## config.mk

```make
export PLATFORM = sky130hd
export DESIGN_NAME = dcnd_queue
export DESIGN_NICKNAME = d
export VERILOG_FILES = /design/src/design/dcnd_pkg.sv /design/src/design/dcnd_queue.sv
export SDC_FILE = /design/constraint.sdc
export NUM_CORES = 1
export LEC_CHECK = 0
export BUFFER_PORTS_ARGS = -buffer_cell sky130_fd_sc_hd__buf_2
export CORE_UTILIZATION = 30
export CTS_BUF_LIST = sky130_fd_sc_hd__clkbuf_4
export CTS_CLUSTER_DIAMETER = 80
export DETAILED_ROUTE_END_ITERATION = 6
export GPL_ROUTABILITY_DRIVEN = 1
export GPL_TIMING_DRIVEN = 0
export HOLD_SLACK_MARGIN = 0.03
export PLACE_DENSITY = 0.61
export SLEW_MARGIN = 40
export SYNTH_ARGS = -nofsm -noshare
export SYNTH_HDL_FRONTEND = slang
export SYNTH_SLANG_ARGS = --single-unit
```

## constraint.sdc

```tcl
create_clock -name clk -period 2.9 [get_ports clk]
set_input_delay 0.145 -clock clk [delete_from_list [all_inputs] [get_ports clk]]
set_output_delay 0.145 -clock clk [all_outputs]
set_load 0.01 [all_outputs]
```

## src/design/dcnd_pkg.sv

```systemverilog
// Shared types and codes for the dual-processor bus decoder.
// Used by the front decoder, the command queue, the back end and the top level.
package dcnd_pkg;

	// access kinds carried in the input tuser
	localparam logic [1:0] MODE_MAIN_WR = 2'd0;
	localparam logic [1:0] MODE_MAIN_RD = 2'd1;
	localparam logic [1:0] MODE_SND_WR  = 2'd2;
	localparam logic [1:0] MODE_SND_RD  = 2'd3;

	// configuration register indexes
	localparam logic [1:0] CFG_SW_A = 2'd0;
	localparam logic [1:0] CFG_SW_B = 2'd1;
	localparam logic [1:0] CFG_SW_C = 2'd2;

	localparam logic [7:0] SW_A_RESET = 8'h6f;
	localparam logic [7:0] SW_B_RESET = 8'h00;
	localparam logic [7:0] SW_C_RESET = 8'hdc;

	// sound chip kinds
	localparam logic [1:0] KIND_NONE = 2'd0;
	localparam logic [1:0] KIND_AY   = 2'd1;
	localparam logic [1:0] KIND_MSM  = 2'd2;

	// bus map
	localparam logic [15:0] ADDR_PAL      = 16'hd800;
	localparam logic [15:0] ADDR_CTRL     = 16'hd100;
	localparam logic [15:0] ADDR_BANK     = 16'hd200;
	localparam logic [15:0] ADDR_SCROLL   = 16'hd300;
	localparam logic [15:0] ADDR_MCU      = 16'hd400;
	localparam logic [15:0] ADDR_MCU_ST   = 16'hd401;
	localparam logic [15:0] ADDR_SWITCH   = 16'hd600;
	localparam logic [15:0] ADDR_PLAYER   = 16'hd604;
	localparam logic [15:0] ADDR_LATCH    = 16'hd610;
	localparam logic [15:0] ADDR_MSM      = 16'hc900;
	localparam logic [15:0] ADDR_AY       = 16'hc800;
	localparam logic [15:0] ADDR_SND_LAT  = 16'hd000;
	localparam logic [15:0] ADDR_NMI_EN   = 16'hd200;
	localparam logic [15:0] ADDR_NMI_DIS  = 16'hd400;

	localparam logic [7:0] MCU_MASK     = 8'h73;
	localparam logic [7:0] MCU_ANSWER   = 8'h42;
	localparam logic [7:0] MCU_STATUS   = 8'h03;
	localparam logic [7:0] LOCKOUT_MASK = 8'hcf;
	localparam logic [7:0] AY_QUIET_KEY = 8'h88;
	localparam logic [7:0] AY_VOL_REG   = 8'h08;
	localparam logic [2:0] QUIET_LAST   = 3'd5;

	// palette store: 1024 bytes kept as 512 rows of an even/odd byte pair
	localparam int PAL_ROWS = 512;
	localparam int PAL_AW   = 9;

	// command codes passed from front to back
	localparam logic [4:0] OP_NOP       = 5'd0;
	localparam logic [4:0] OP_PAL_WR    = 5'd1;
	localparam logic [4:0] OP_PAL_RD    = 5'd2;
	localparam logic [4:0] OP_CTRL      = 5'd3;
	localparam logic [4:0] OP_BANK      = 5'd4;
	localparam logic [4:0] OP_SCROLL    = 5'd5;
	localparam logic [4:0] OP_MCU_WR    = 5'd6;
	localparam logic [4:0] OP_LATCH_NMI = 5'd7;
	localparam logic [4:0] OP_RD_IMM    = 5'd8;
	localparam logic [4:0] OP_RD_MCU    = 5'd9;
	localparam logic [4:0] OP_RD_SW     = 5'd10;
	localparam logic [4:0] OP_RD_SYS    = 5'd11;
	localparam logic [4:0] OP_RD_LATCH  = 5'd12;
	localparam logic [4:0] OP_MSM       = 5'd13;
	localparam logic [4:0] OP_AY        = 5'd14;
	localparam logic [4:0] OP_AY_QUIET  = 5'd15;
	localparam logic [4:0] OP_SND_LATCH = 5'd16;
	localparam logic [4:0] OP_NMI_EN    = 5'd17;
	localparam logic [4:0] OP_NMI_DIS   = 5'd18;

	typedef struct packed {
		logic [4:0] op;
		logic [9:0] arg;   // byte address, register number or selector
		logic [7:0] data;  // write byte, or an immediate read value
	} cmd_t;

	typedef struct packed {
		logic [7:0]  read_value;
		logic        sound_nmi;
		logic        palette_write;
		logic [8:0]  palette_entry;
		logic [11:0] palette_color;
		logic [7:0]  control_value;
		logic [2:0]  program_bank;
		logic [31:0] scroll_word;
		logic [1:0]  chip_kind;
		logic [3:0]  chip_register;
		logic [7:0]  chip_data;
		logic        last_result;
	} res_t;

endpackage

```

## src/design/dcnd_queue.sv

```systemverilog
// Two-entry command queue between the front decoder and the back end.
// Depends on dcnd_pkg.
module dcnd_queue (
	input  logic           clk,
	input  logic           arst_n,
	input  logic           push,
	input  dcnd_pkg::cmd_t push_cmd,
	output logic           ready,
	input  logic           pop,
	output logic           valid,
	output dcnd_pkg::cmd_t head
);
	import dcnd_pkg::*;

	cmd_t       ent_q [2];
	logic       wr_ptr_q;
	logic       rd_ptr_q;
	logic [1:0] count_q;

	assign ready = (count_q != 2'd2);
	assign valid = (count_q != 2'd0);
	assign head  = ent_q[rd_ptr_q];

	always_ff @(posedge clk or negedge arst_n) begin
		if (!arst_n) begin
			wr_ptr_q <= 1'b0;
			rd_ptr_q <= 1'b0;
			count_q  <= 2'd0;
		end else begin
			if (push) begin
				wr_ptr_q <= !wr_ptr_q;
			end
			if (pop) begin
				rd_ptr_q <= !rd_ptr_q;
			end
			if (push && !pop) begin
				count_q <= count_q + 2'd1;
			end else if (pop && !push) begin
				count_q <= count_q - 2'd1;
			end
		end
	end

	always_ff @(posedge clk) begin
		if (push) begin
			ent_q[wr_ptr_q] <= push_cmd;
		end
	end

endmodule

```

==> out/summary.json <==
{
  "synth_top_cells_by_area": "edfxtp_1, mux2_4, dfrtp_1",
  "post-route-drc-count": 0,
  "yosysTopAreaCellShare_pct": 70.8,
  "sequential_cell_area_um2": 1480,
  "yosys_most_used_dff": "edfxtp_1",
  "dp.final_hpwl_mm": 2.30,
  "dieWidth_um": 82.7,
  "detailedRoute.firstPassIterationCount": 4,
  "synth.yosys.seq_area_share_pct": 75.9,
  "crit_path_top_delay_cell": "dfrtp_1",
  "antenna_left": 0,
  "nets": 201,
  "synth_top_cells_by_count": "edfxtp_1, mux2_4, dfrtp_1, mux2_2, xor2_1",
  "cp-start-kind": "flop",
  "rr_worst_depth": 1,
  "route.final.wire_length_mm": 3.40,
  "hold_violations": 0,
  "timing.final.setup_violations": 0,
  "ys.warnings.count": 0,
  "finClkSkew_ns": 0.00454,
  "first_global_vias": 1111,
  "r2r_path_start": "wr_ptr_q$_DFFE_PN0P_",
  "timing.critical_path.max_delay_family": "buffers and inverters",
  "cts-root-buf": "clkbuf_4",
  "initial_core_utilization_pct": 30.9,
  "floorplan.io_pins": 52,
  "syn_inst": 88,
  "die_height_um": 82.7,
  "cellLeakagePower_nw": 1.09,
  "period_needed_ns": 1.62,
  "insertion_delay_ns": 0.35,
  "fmax_mhz": 616,
  "timing.max_cap.violations": 0,
  "ctsHtreeMaxLevel": 2,
  "worstPathMaxFanout": 10,
  "fin_tns_setup_ns": 0,
  "power_density_nw_per_um2": 843,
  "share_of_layout_cells_above_drive_strength_1_pct": 51.1,
  "ir_worst_vdd_v": 0.000362,
  "initial_drc_count": 55,
  "worstSetupEndpointType": "primary output",
  "critical_path_arrival_ns": 1.48,
  "drt-vias-per-instance": 4.23,
  "final_core_utilization_pct": 42.5,
  "port_buffers": 51,
  "crit_chain": "buf_6 > buf_12 > mux2_4 > buf_2",
  "placement_rows": 29,
  "path_class": "flop to primary output",
  "cts.clk_slew.worst_paths_ns": 0.14,
  "max_slew.worst_pin.slew_ns": 0.572,
  "grt_overflow": 0,
  "dieArea_um2": 6830,
  "worst-endpoint-required_ns": 2.76,
  "globalplace.congestion": 0.632,
  "postCtsSetupRepairBufs": 0,
  "grt_resource_usage_total_pct": 10.4,
  "yosysMostFrequentCell": "edfxtp_1",
  "cts_buf_count": 5,
  "ys_async_sr_fraction_pct": 8.00,
  "grt_antenna_before_repair": 0,
  "routed_wire_length_per_instance_um": 13.6,
  "terminus_of_the_critical_flop_to_flop_path": "ent_q[1][9]$_DFFE_PP_",
  "ys_seq_elements": 50,
  "count_of_unique_library_cells_instantiated_by_yosys": 15,
  "via_count": 1061,
  "clk_path_buf_depth": 2,
  "synth_area_um2": 1950,
  "post-route-period-util_pct": 55.9,
  "post_synth_edffs": 46,
  "largest_net_degree_at_the_start_of_global_routing": 24,
  "layout-area-overhead-vs-synth_pct": 37.4,
  "cts_tree": "yes",
  "drv_slew": 0,
  "synth_fp_nets": 116,
  "final.fill_count": 580,
  "path_buf_inv": 3,
  "inserted_diodes": 0,
  "synth_top_cell_by_area": "edfxtp_1",
  "critPathMaxStageDelay_ns": 0.40,
  "synthesis.area_per_instance_um2": 22.2,
  "outcome": "complete, no violations",
  "core_um2": 6310,
  "rsz0062_at_grt": "false",
  "cts.sinks": 50,
  "relSlewSlack_pct": 61.8,
  "worstHoldPathType": "input pin to asynchronous set/reset pin",
  "area_of_the_multi_input_gates_um2": 424,
  "timing.reg2reg.setup_slack_ns": 1.54,
  "global_route_wire_length_before_repair_mm": 5.03
}
==> cell families (layout without fill, tap and decap cells) <==
kind of cell	Yosys count	in the layout	synth area share, %
XOR/XNOR	5	5	2.24
adder cells (fa/ha/maj)	1	1	0.641
buffers and inverters	4	90	2.82
flip-flops	50	50	75.9
multiplexers	23	23	16.9
AND/OR/NAND/NOR	5	5	1.47
==> per-layer routing <==
layer	part of all wire, %	GRT usage (%)	up-vias
met5	0	0	-
met4	1.7	4.14	0
met3	5.9	3.41	8
met2	54	19.8	39
met1	38	10.3	513
li1	-	-	501
==> power by group <==
part           leakage [nW]  switching [W]  internal [W]
combinational         0.567       0.000373      0.000467
clock                0.0456       0.000216      0.000183
sequential            0.478      0.0000576      0.000962
total                  1.09       0.000647       0.00161
==> worst max path at each step <==
stage                         startpoint                endpoint  slack (ns)  cells past startpoint
floorplan           wr_ptr_q$_DFFE_PN0P_   ent_q[0][0]$_DFFE_PP_        1.05                      1
global placement    wr_ptr_q$_DFFE_PN0P_  ent_q[0][11]$_DFFE_PP_        0.49                      1
detailed placement  wr_ptr_q$_DFFE_PN0P_   ent_q[1][0]$_DFFE_PP_        1.51                      1
CTS                 rd_ptr_q$_DFFE_PN0P_                 head[5]        1.24                      4
global route        rd_ptr_q$_DFFE_PN0P_                 head[8]        1.21                      4
finish              rd_ptr_q$_DFFE_PN0P_                head[12]        1.28                      4
==> state kept, by name, indices dropped and copies added, names as in the netlist <==
name / flops
wr_ptr_q: 1
count_q: 2
rd_ptr_q: 1
ent_q: 46
==> through the flow <==
step	std cells	hold slack [ns]	setup slack [ns]	area, um^2	total power, W
2_1_floorplan	88	-0.151	1.05	1950	0.00159
3_3_place_gp	216	-0.0505	0.486	2300	0.00181
4_1_cts	251	0.0871	1.24	2680	0.00230
3_5_place_dp	217	-0.0447	1.51	2340	0.00187
6_report	251	0.104	1.28	2680	0.00226
5_1_grt	251	0.108	1.21	2680	0.00240
==> layout by cell type, fill, tap and decap left out, drive strengths merged <==
master / instances
nor2: 1
nor2b: 1
nand2b: 1
xnor2: 1
buf: 55
clkbuf: 5
dlygate4sd3: 26
xor2: 4
or2: 1
ha: 1
dfrtp: 4
and2: 1
inv: 2
mux2: 23
clkinv: 1
edfxtp: 46
bufinv: 1
==> cell type report <==
class                           instances  area share (%)
Buffer                                  3            1.91
Clock buffer                            5            1.40
Clock inverter                          3            1.63
Inverter                                1           0.140
Multi-Input combinational cell         34            15.8
Sequential cell                        50            55.2
Tap cell                               77            3.59
Timing Repair Buffer                   78            20.3
==> repair_timing <==
item | 4_1_cts | 5_1_grt
hold buffers | 26 | 0
gates resized for setup | 0 | 0
setup endpoints to repair | 0 | 0
endpoints found under the hold margin | 52 | 0
Note: power is estimated with default switching activity, not from simulation.
