### src/design/dcnd_pkg.sv
// Shared types and codes for the dual-processor bus decoder.
// Used by the front decoder, the command queue, the back end and the top level.
package dcnd_pkg;

	// access kinds carried in the input tuser
	localparam logic [1:0] MODE_MAIN_WR = 2'd0;
	localparam logic [1:0] MODE_MAIN_RD = 2'd1;
	localparam logic [1:0] MODE_SND_WR  = 2'd2;
	localparam logic [1:0] MODE_SND_RD  = 2'd3;

	// configuration register indexes
	localparam logic [1:0] CFG_SW_A = 2'd0;
	localparam logic [1:0] CFG_SW_B = 2'd1;
	localparam logic [1:0] CFG_SW_C = 2'd2;

	localparam logic [7:0] SW_A_RESET = 8'h6f;
	localparam logic [7:0] SW_B_RESET = 8'h00;
	localparam logic [7:0] SW_C_RESET = 8'hdc;

	// sound chip kinds
	localparam logic [1:0] KIND_NONE = 2'd0;
	localparam logic [1:0] KIND_AY   = 2'd1;
	localparam logic [1:0] KIND_MSM  = 2'd2;

	// bus map
	localparam logic [15:0] ADDR_PAL      = 16'hd800;
	localparam logic [15:0] ADDR_CTRL     = 16'hd100;
	localparam logic [15:0] ADDR_BANK     = 16'hd200;
	localparam logic [15:0] ADDR_SCROLL   = 16'hd300;
	localparam logic [15:0] ADDR_MCU      = 16'hd400;
	localparam logic [15:0] ADDR_MCU_ST   = 16'hd401;
	localparam logic [15:0] ADDR_SWITCH   = 16'hd600;
	localparam logic [15:0] ADDR_PLAYER   = 16'hd604;
	localparam logic [15:0] ADDR_LATCH    = 16'hd610;
	localparam logic [15:0] ADDR_MSM      = 16'hc900;
	localparam logic [15:0] ADDR_AY       = 16'hc800;
	localparam logic [15:0] ADDR_SND_LAT  = 16'hd000;
	localparam logic [15:0] ADDR_NMI_EN   = 16'hd200;
	localparam logic [15:0] ADDR_NMI_DIS  = 16'hd400;

	localparam logic [7:0] MCU_MASK     = 8'h73;
	localparam logic [7:0] MCU_ANSWER   = 8'h42;
	localparam logic [7:0] MCU_STATUS   = 8'h03;
	localparam logic [7:0] LOCKOUT_MASK = 8'hcf;
	localparam logic [7:0] AY_QUIET_KEY = 8'h88;
	localparam logic [7:0] AY_VOL_REG   = 8'h08;
	localparam logic [2:0] QUIET_LAST   = 3'd5;

	// palette store: 1024 bytes kept as 512 rows of an even/odd byte pair
	localparam int PAL_ROWS = 512;
	localparam int PAL_AW   = 9;

	// command codes passed from front to back
	localparam logic [4:0] OP_NOP       = 5'd0;
	localparam logic [4:0] OP_PAL_WR    = 5'd1;
	localparam logic [4:0] OP_PAL_RD    = 5'd2;
	localparam logic [4:0] OP_CTRL      = 5'd3;
	localparam logic [4:0] OP_BANK      = 5'd4;
	localparam logic [4:0] OP_SCROLL    = 5'd5;
	localparam logic [4:0] OP_MCU_WR    = 5'd6;
	localparam logic [4:0] OP_LATCH_NMI = 5'd7;
	localparam logic [4:0] OP_RD_IMM    = 5'd8;
	localparam logic [4:0] OP_RD_MCU    = 5'd9;
	localparam logic [4:0] OP_RD_SW     = 5'd10;
	localparam logic [4:0] OP_RD_SYS    = 5'd11;
	localparam logic [4:0] OP_RD_LATCH  = 5'd12;
	localparam logic [4:0] OP_MSM       = 5'd13;
	localparam logic [4:0] OP_AY        = 5'd14;
	localparam logic [4:0] OP_AY_QUIET  = 5'd15;
	localparam logic [4:0] OP_SND_LATCH = 5'd16;
	localparam logic [4:0] OP_NMI_EN    = 5'd17;
	localparam logic [4:0] OP_NMI_DIS   = 5'd18;

	typedef struct packed {
		logic [4:0] op;
		logic [9:0] arg;   // byte address, register number or selector
		logic [7:0] data;  // write byte, or an immediate read value
	} cmd_t;

	typedef struct packed {
		logic [7:0]  read_value;
		logic        sound_nmi;
		logic        palette_write;
		logic [8:0]  palette_entry;
		logic [11:0] palette_color;
		logic [7:0]  control_value;
		logic [2:0]  program_bank;
		logic [31:0] scroll_word;
		logic [1:0]  chip_kind;
		logic [3:0]  chip_register;
		logic [7:0]  chip_data;
		logic        last_result;
	} res_t;

endpackage

### src/design/dcnd_front.sv
// Front end: accepts bus access words and classifies them into commands.
// Depends on dcnd_pkg.
module dcnd_front (
	input  logic              s_axis_tvalid,
	output logic              s_axis_tready,
	input  logic [63:0]       s_axis_tdata,
	input  logic [1:0]        s_axis_tuser,
	input  logic              q_ready,
	input  logic              clearing,
	output logic              push,
	output dcnd_pkg::cmd_t    cmd
);
	import dcnd_pkg::*;

	logic [15:0] addr;
	logic [7:0]  data;
	logic [7:0]  p_sys;
	logic [7:0]  p_stick1;
	logic [7:0]  p_btn1;
	logic [7:0]  p_stick2;
	logic [7:0]  p_btn2;

	assign addr     = s_axis_tdata[15:0];
	assign data     = s_axis_tdata[23:16];
	assign p_sys    = s_axis_tdata[31:24];
	assign p_stick1 = s_axis_tdata[39:32];
	assign p_btn1   = s_axis_tdata[47:40];
	assign p_stick2 = s_axis_tdata[55:48];
	assign p_btn2   = s_axis_tdata[63:56];

	// hold off while the palette store is being cleared
	assign s_axis_tready = q_ready && !clearing;
	assign push          = s_axis_tvalid && s_axis_tready;

	always_comb begin
		cmd      = '0;
		cmd.op   = OP_NOP;
		cmd.data = data;
		unique case (s_axis_tuser)
			MODE_MAIN_WR: begin
				if (addr[15:10] == ADDR_PAL[15:10]) begin
					cmd.op  = OP_PAL_WR;
					cmd.arg = addr[9:0];
				end else if (addr == ADDR_CTRL) begin
					cmd.op = OP_CTRL;
				end else if (addr == ADDR_BANK) begin
					cmd.op = OP_BANK;
				end else if (addr[15:2] == ADDR_SCROLL[15:2]) begin
					cmd.op  = OP_SCROLL;
					cmd.arg = {8'd0, addr[1:0]};
				end else if (addr == ADDR_MCU) begin
					cmd.op = OP_MCU_WR;
				end else if (addr == ADDR_LATCH) begin
					cmd.op = OP_LATCH_NMI;
				end
			end
			MODE_MAIN_RD: begin
				if (addr[15:10] == ADDR_PAL[15:10]) begin
					cmd.op  = OP_PAL_RD;
					cmd.arg = addr[9:0];
				end else if (addr == ADDR_MCU) begin
					cmd.op = OP_RD_MCU;
				end else if (addr == ADDR_MCU_ST) begin
					cmd.op   = OP_RD_IMM;
					cmd.data = MCU_STATUS;
				end else if (addr[15:2] == ADDR_SWITCH[15:2]) begin
					// the top slot of the switch group is the system port
					if (addr[1:0] == 2'd3) begin
						cmd.op   = OP_RD_SYS;
						cmd.data = p_sys;
					end else begin
						cmd.op  = OP_RD_SW;
						cmd.arg = {8'd0, addr[1:0]};
					end
				end else if (addr[15:2] == ADDR_PLAYER[15:2]) begin
					cmd.op = OP_RD_IMM;
					case (addr[1:0])
						2'd0:    cmd.data = p_stick1;
						2'd1:    cmd.data = p_btn1;
						2'd2:    cmd.data = p_stick2;
						default: cmd.data = p_btn2;
					endcase
				end else if (addr == ADDR_LATCH) begin
					cmd.op = OP_RD_LATCH;
				end else begin
					cmd.op   = OP_RD_IMM;
					cmd.data = '0;
				end
			end
			MODE_SND_WR: begin
				if (addr[15:4] == ADDR_MSM[15:4]) begin
					cmd.op  = OP_MSM;
					cmd.arg = {6'd0, addr[3:0]};
				end else if (addr[15:2] == ADDR_AY[15:2]) begin
					cmd.op  = (data == AY_QUIET_KEY) ? OP_AY_QUIET : OP_AY;
					cmd.arg = {8'd0, addr[1:0]};
				end else if (addr == ADDR_SND_LAT) begin
					cmd.op = OP_SND_LATCH;
				end else if (addr == ADDR_NMI_EN) begin
					cmd.op = OP_NMI_EN;
				end else if (addr == ADDR_NMI_DIS) begin
					cmd.op = OP_NMI_DIS;
				end
			end
			MODE_SND_RD: begin
				if (addr == ADDR_SND_LAT) begin
					cmd.op = OP_RD_LATCH;
				end else begin
					cmd.op   = OP_RD_IMM;
					cmd.data = '0;
				end
			end
			default: cmd.op = OP_NOP;
		endcase
	end

endmodule

### config.mk
export PLATFORM = sky130hd
export DESIGN_NAME = dcnd_front
export DESIGN_NICKNAME = d
export VERILOG_FILES = /design/src/design/dcnd_pkg.sv /design/src/design/dcnd_front.sv
export SDC_FILE = /design/constraint.sdc
export NUM_CORES = 1
export LEC_CHECK = 0
export BUFFER_PORTS_ARGS = -buffer_cell sky130_fd_sc_hd__clkbuf_2
export CAP_MARGIN = 20
export CORE_AREA = 4 4 60 62
export DETAILED_ROUTE_END_ITERATION = 8
export DIE_AREA = 0 0 64 66
export GPL_ROUTABILITY_DRIVEN = 0
export MAX_ROUTING_LAYER = met4
export PLACE_DENSITY = 0.85
export SETUP_SLACK_MARGIN = 0.1
export SYNTH_ARGS = -nofsm -noshare
export SYNTH_HDL_FRONTEND = slang
export SYNTH_SLANG_ARGS = --single-unit
### constraint.sdc
create_clock -name vclk -period 2.7
set_input_delay 0.54 -clock vclk [all_inputs]
set_output_delay 0.54 -clock vclk [all_outputs]
set_load 0.03 [all_outputs]
==> results of run 1 <==
stage by stage:
step / hold WS (ps) / setup WS [ps] / power [W] / utilization
final: 1370 / -252.3 / 0.0003068 / 0.7731
after global routing: 1382 / -344.5 / 0.0003272 / 0.7731
after floorplan: 1194 / -111.3 / 0.0001448 / -
after global placement: 1362 / -303.0 / 0.0002675 / 0.7041
after detailed placement: 1371 / -312.5 / 0.0002729 / 0.7041
after CTS: 1372 / -272.0 / 0.0002912 / 0.7475
cell usage after synthesis (3+ instances only):
cell	instances	area, um2
sky130_fd_sc_hd__nand2_1	17	63.81
sky130_fd_sc_hd__o21ai_0	15	75.07
sky130_fd_sc_hd__inv_1	13	48.80
sky130_fd_sc_hd__nor2_1	9	33.78
sky130_fd_sc_hd__mux4_2	8	180.2
sky130_fd_sc_hd__o22ai_1	8	50.05
sky130_fd_sc_hd__clkbuf_1	7	26.28
sky130_fd_sc_hd__a22oi_1	6	45.04
sky130_fd_sc_hd__a21oi_1	5	25.02
sky130_fd_sc_hd__and3_1	5	31.28
sky130_fd_sc_hd__a31oi_1	4	25.02
sky130_fd_sc_hd__nor2b_1	4	25.02
sky130_fd_sc_hd__nor3_1	4	20.02
sky130_fd_sc_hd__or4b_1	4	40.04
sky130_fd_sc_hd__and2_1	3	18.77
sky130_fd_sc_hd__nand3_1	3	15.01
sky130_fd_sc_hd__nor4b_1	3	26.28
routing by layer:
layer  track usage  share of wire
met1        0.2735           0.37
met5             -              0
met3       0.02211          0.084
met2        0.4787           0.52
met4       0.03774          0.023
worst max path at each step:
| stage | slack (ps) | cells after the start | to |
|---|---|---|---|
| floorplan | -110 | 5 | cmd[8] |
| global placement | -300 | 7 | cmd[8] |
| detailed placement | -310 | 7 | cmd[1] |
| CTS | -270 | 7 | cmd[8] |
| global route | -340 | 7 | cmd[9] |
| finish | -250 | 7 | cmd[8] |
power breakdown:
| group | total, W | switching [W] | internal [W] |
|---|---|---|---|
| clock network | 0 | 0 | 0 |
| logic | 0.000307 | 0.000149 | 0.000158 |
| registers | 0 | 0 | 0 |
| total | 0.000307 | 0.000149 | 0.000158 |
cell families (layout without fill, tap and decap cells):
logic type,Yosys count,after routing,share of synthesized area
and+or+nand+nor,73,73,0.4159
AOI/OAI and AO/OA,55,55,0.3398
buffers and inverters,23,158,0.08069
muxes,8,8,0.1636
critical path, cell delays in order:
cell                        delay, ps
sky130_fd_sc_hd__buf_8             90
sky130_fd_sc_hd__or4_4            560
sky130_fd_sc_hd__nor4_4           360
sky130_fd_sc_hd__a31oi_1          140
sky130_fd_sc_hd__o211a_1          280
sky130_fd_sc_hd__a2111oi_4        220
sky130_fd_sc_hd__clkbuf_8         220
timing repair:
action | in CTS | in global routing
buffers inserted | 0 | 3
pin swaps | 3 | 2
gates resized for setup | 30 | 26
endpoints found under the setup margin | 14 | 15
final cells by class:
cell class | count | area share
inverters | 13 | 0.02084
well taps | 44 | 0.02352
repair buffers | 145 | 0.4297
multi-input cells | 136 | 0.5259
==> run summary, run 1 <==
The flow ran to the end, but the final reports show violations. The checks that failed: negative setup slack. The total of endpoints with negative setup slack in the final report was 14; the final HPWL from detailed placement was 4310 um.

The via count of the first global-routing pass is 1918, and the worst setup slack after layout is -252.3 ps. The antenna violation net count after detailed routing was 0. The number of clock buffers in the layout was 0. The tools report the required time at the worst-slack endpoint as 2160 ps. The overflow left after global routing is 0. Dividing the detail-routed via count by the number of cells gives 5.831. Summing all flip-flop and latch instances after layout gives 0 um2. STA classifies the critical path startpoint as an input pin. Dividing total power by cell area gives a power density of 131.1 nW/um2. The count of buffers added on input and output ports is 94. The count of hold-fix buffers inserted at cts was 0; the largest driver fanout on the critical path was 5.

At the worst endpoint, the arrival time is 2410 ps. The wire length per cell works out to 15.81 um. The mean area per synthesized cell works out to 6.925 um2.

The layout cell share with drive strength beyond 1 was 0.6293; the number of maximum-capacitance violations was 0. The horizontal die dimension was 64 um; the net count reported at finish was 365. Cell total after placement: 335.

Height of the die: 66 um. Leaving out fill and tap cells, the most frequent cells in the layout are sky130_fd_sc_hd__clkbuf_2, sky130_fd_sc_hd__buf_4, sky130_fd_sc_hd__nand2_1, sky130_fd_sc_hd__o21ai_0, sky130_fd_sc_hd__inv_1. Setup repair after global routing could not meet its margin everywhere.

After routing, the total negative slack on setup checks comes to -2980 ps. The die area is 4224 um2. For the final instance area, the log shows 2341 um2. IR analysis of the VDD net gives a maximum drop of 0.00007384 V. The first global-routing pass estimated 8431 um of wire. At the pin with the least slew margin, the transition time is 448.7 ps. The pre-antenna-repair detailed-routing pass consisted of 5 iterations. The critical path is of the in2out type.

The number of slew-limit violations in the final report was 0; the count of filler cells inserted in the layout was 203. For this run, the number of Yosys warnings is 0. The worst setup path is captured at an output pin. Counting every net in the synthesized netlist gives 228.

Post-synthesis sequential area ratio: 0. Most frequent standard cell in the layout excluding fill and tap cells: sky130_fd_sc_hd__clkbuf_2. The region available for standard cell placement spans 3028 um2. Synthesis handed over a netlist of 159 instances. From synthesis to final layout, the design area changed by 112.6%. In this run the worst setup path begins at s_axis_tdata[5]. The repair_antennas step left the layout with diodes totalling 0. For this design the static power due to leakage is 1.094 nW.

The cell area that synthesis handed to floorplanning was 1101 um2. The hold path startpoint was clearing. Row generation in the floorplan step produced 20 rows. The final worst-path cycle share works out to 1.093. For the total global routing track utilization, the log shows 0.2454. For the distinct cell type count after synthesis, the log shows 49.

The remaining design rule violation count is 0, and the worst slew margin relative to its limit is 0.7009. The placed instances occupy a cell area of 2132 um2. The tools report the hold path endpoint as s_axis_tready. For the initial detailed-routing violation count, the log shows 100. Subtracting the final worst setup slack from the clock period gives 2952 ps.

The number of hold violations in the final report was 0. The class of the most critical hold timing path is in2out. The number of stages on the worst hold path is 3. The logs give 338.7 MHz for the fmax and 0 for the number of flip-flops and latches. The boundary pin count is 94, and the final standard cell count with taps included and fillers excluded is 338.

Entering global routing, the biggest net connects 14 pins. The effective utilization at floorplan came out at 0.3636. The multi-input combinational cells in the finished layout cover a total of 1231 um2.

Wires add up to 5345 um. For the total number of vias, the log shows 1971. Number of antenna violations at the first check in global routing: 0.
(Power assumes the default switching activity.)
==> run 2, diff against run 1 <==
- PLACE_DENSITY: 0.85 -> 0.8
==> run 2 against run 1 <==
The run still ends with negative setup slack left. Largest cell class unchanged. Critical endpoint is now cmd[5]. Die area did not move. Sequential share of layout area did not move. Final area rose by 0.64%.
==> run summary, run 2 (synthesis results as in run 1) <==
The critical path goes through buf_6 -> or4_4 -> nor4_4 -> buf_4 -> a31oi_4 -> o211a_4 -> o22ai_4 -> buf_8. For the count of inserted antenna diode cells, the log shows 0 (unchanged). The critical path in this run is classified as in2out.

The horizontal die dimension came out at 64 um (unchanged). The number of hold violations in the final report is 0 (unchanged), and the effective utilization at floorplan is 0.3636 (unchanged). For the worst setup slack after layout, the log shows -247.0 ps (+5.278 ps). The checks that failed: negative setup slack. The final instance area came out at 2356 um2 (+0.64%). The height of the die came out at 66 um (unchanged). STA classifies the critical path endpoint as an output pin.

The remaining design rule violation count is 0 (unchanged). The run gives 0.0003093 W (+0.82%) as the sum of internal, switching and leakage power. STA classifies the critical path startpoint as an input pin. The library cells used most frequently in the layout, excluding fill and tap cells, are sky130_fd_sc_hd__clkbuf_2, sky130_fd_sc_hd__buf_4, sky130_fd_sc_hd__nand2_1, sky130_fd_sc_hd__o21ai_0, sky130_fd_sc_hd__inv_1. For the total number of vias, the log shows 1924 (-2.4%). Total power per unit cell area: 131.3 nW/um2 (+0.17%). The tools report the cell leakage power as 1.094 nW (about the same). The logs give 4224 um2 (unchanged) for the die area and 0.2518 (+0.006359) for the total global routing track utilization. On the critical path, the stage with the largest delay is an instance of sky130_fd_sc_hd__or4_4. For the worst hold-check slack, the log shows 1369 ps (-1.650 ps). Setup repair after global routing could not meet its margin everywhere. For the required time at the worst-slack endpoint, the log shows 2160 ps (about the same).

For the highest ir drop seen on vdd, the log shows 0.00007715 V (+4.5%). The min-delay analysis places its worst path in the category in2out. The wire length of the first global-routing pass is 8528 um (+1.2%). Wire length reported by the detailed router: 5421 um (+1.4%).

Boundary pin count: 94 (unchanged). The minimum clock period works out to 2947 ps (-5.278 ps). Count of hold-fix buffers inserted at cts: 0 (unchanged).

The total of endpoints with negative setup slack in the final report came out at 14 (unchanged). The core region area came out at 3028 um2 (unchanged). The largest net degree at the start of global routing is 12 (-2), and the worst slew margin relative to its limit is 0.7169 (+0.01602). Number of slew-limit violations in the final report: 0 (unchanged). The actual transition at the worst max-transition pin came out at 424.7 ps (-24.03 ps).

The number of clock buffers in the layout is 0 (unchanged), and the number of vias per cell after detailed routing is 5.726 (-1.8%). The wire length per cell works out to 16.13 um (+2.0%). The final worst-path cycle share was 1.091 (-0.001955); the overflow left after global routing was 0 (unchanged). The tools report the core occupancy in the finished layout as 0.7781 (+0.004959). The number of antenna violations at the first check in global routing came out at 0 (unchanged). For the antenna violation net count after detailed routing, the log shows 0 (unchanged).

The library cell used most frequently in the layout, excluding fill and tap cells, is sky130_fd_sc_hd__clkbuf_2. The flow ran to the end, but the final reports show violations. Fmax: 339.3 MHz (+0.18%). The tools report the area occupied by multi-input gates as 1260 um2 (+2.3%).

The area growth from synthesis to layout was 114.0%. The number of buffers inserted by port buffering is 94 (unchanged). The worst path arrival time is 2410 ps (about the same), and the number of optimization iterations in the first detailed-route pass is 5 (unchanged). The tools report the number of maximum-capacitance violations as 0 (unchanged). The worst stage delay on the critical path works out to 540 ps (-20 ps). The largest driver fanout on the critical path was 8 (+3). The run gives 363 (-0.55%) as the net count reported at finish. The sequential cell area was 0 um2 (unchanged); the via count of the first global-routing pass was 1878 (-2.1%). The tools report the number of core rows as 20 (unchanged).

The final HPWL from detailed placement was 4364 um (+1.3%); the initial detailed-routing violation count was 98 (-2.0%). The post-place instance area is 2102 um2 (-1.4%). The logs give 212 (+4.4%) for the count of filler cells inserted in the layout and 0 (unchanged) for the number of flip-flops and latches.

Layout cell share with drive strength beyond 1: 0.6301 (+0.0008853).
[run 2: final cells by class]
type                       instances  area share
tap                               44     0.02337
multi-input combinational        136      0.5348
inverter                          13     0.02071
timing repair buffer             143      0.4211
[run 2: timing repair]
action / in CTS / in global routing
setup endpoints to repair: 14 / 16
pin swaps: 7 / 8
setup buffers: 2 / 3
gates cloned: 1 / 0
resized for setup: 37 / 20
[run 2: through the flow]
step | setup TNS, ps | worst slack, ps | instances
3_5_place_dp | -3540 | -295.4 | 331
4_1_cts | -2104 | -247.6 | 333
5_1_grt | -4859 | -416.4 | 336
6_report | -3024 | -247.0 | 336
3_3_place_gp | -3214 | -266.0 | 331
2_1_floorplan | -507.5 | -111.3 | 159
[run 2: report_power, final]
group / internal [W] / switching [W] / total (W)
registers: 0 / 0 / 0
logic: 0.000158 / 0.000151 / 0.000309
clock network: 0 / 0 / 0
total: 0.000158 / 0.000151 / 0.000309
[run 2: path summary, 6_finish.rpt]
kind | from | cells after the start | end
max | s_axis_tdata[5] | 8 | cmd[5]
min | clearing | 3 | s_axis_tready
[run 2: critical path: cells and delay by family]
kind / cells / cell delay, ps
AND/OR/NAND/NOR: 2 / 840
AO/OA/AOI/OAI: 3 / 590
buffers and inverters: 3 / 430
[run 2: layer usage]
metal,vias up,GRT usage,share of wire
met1,884,0.2892,0.38
met2,119,0.4710,0.52
li1,907,-,-
met3,14,0.02551,0.083
met5,-,-,0
met4,0,0.05391,0.017
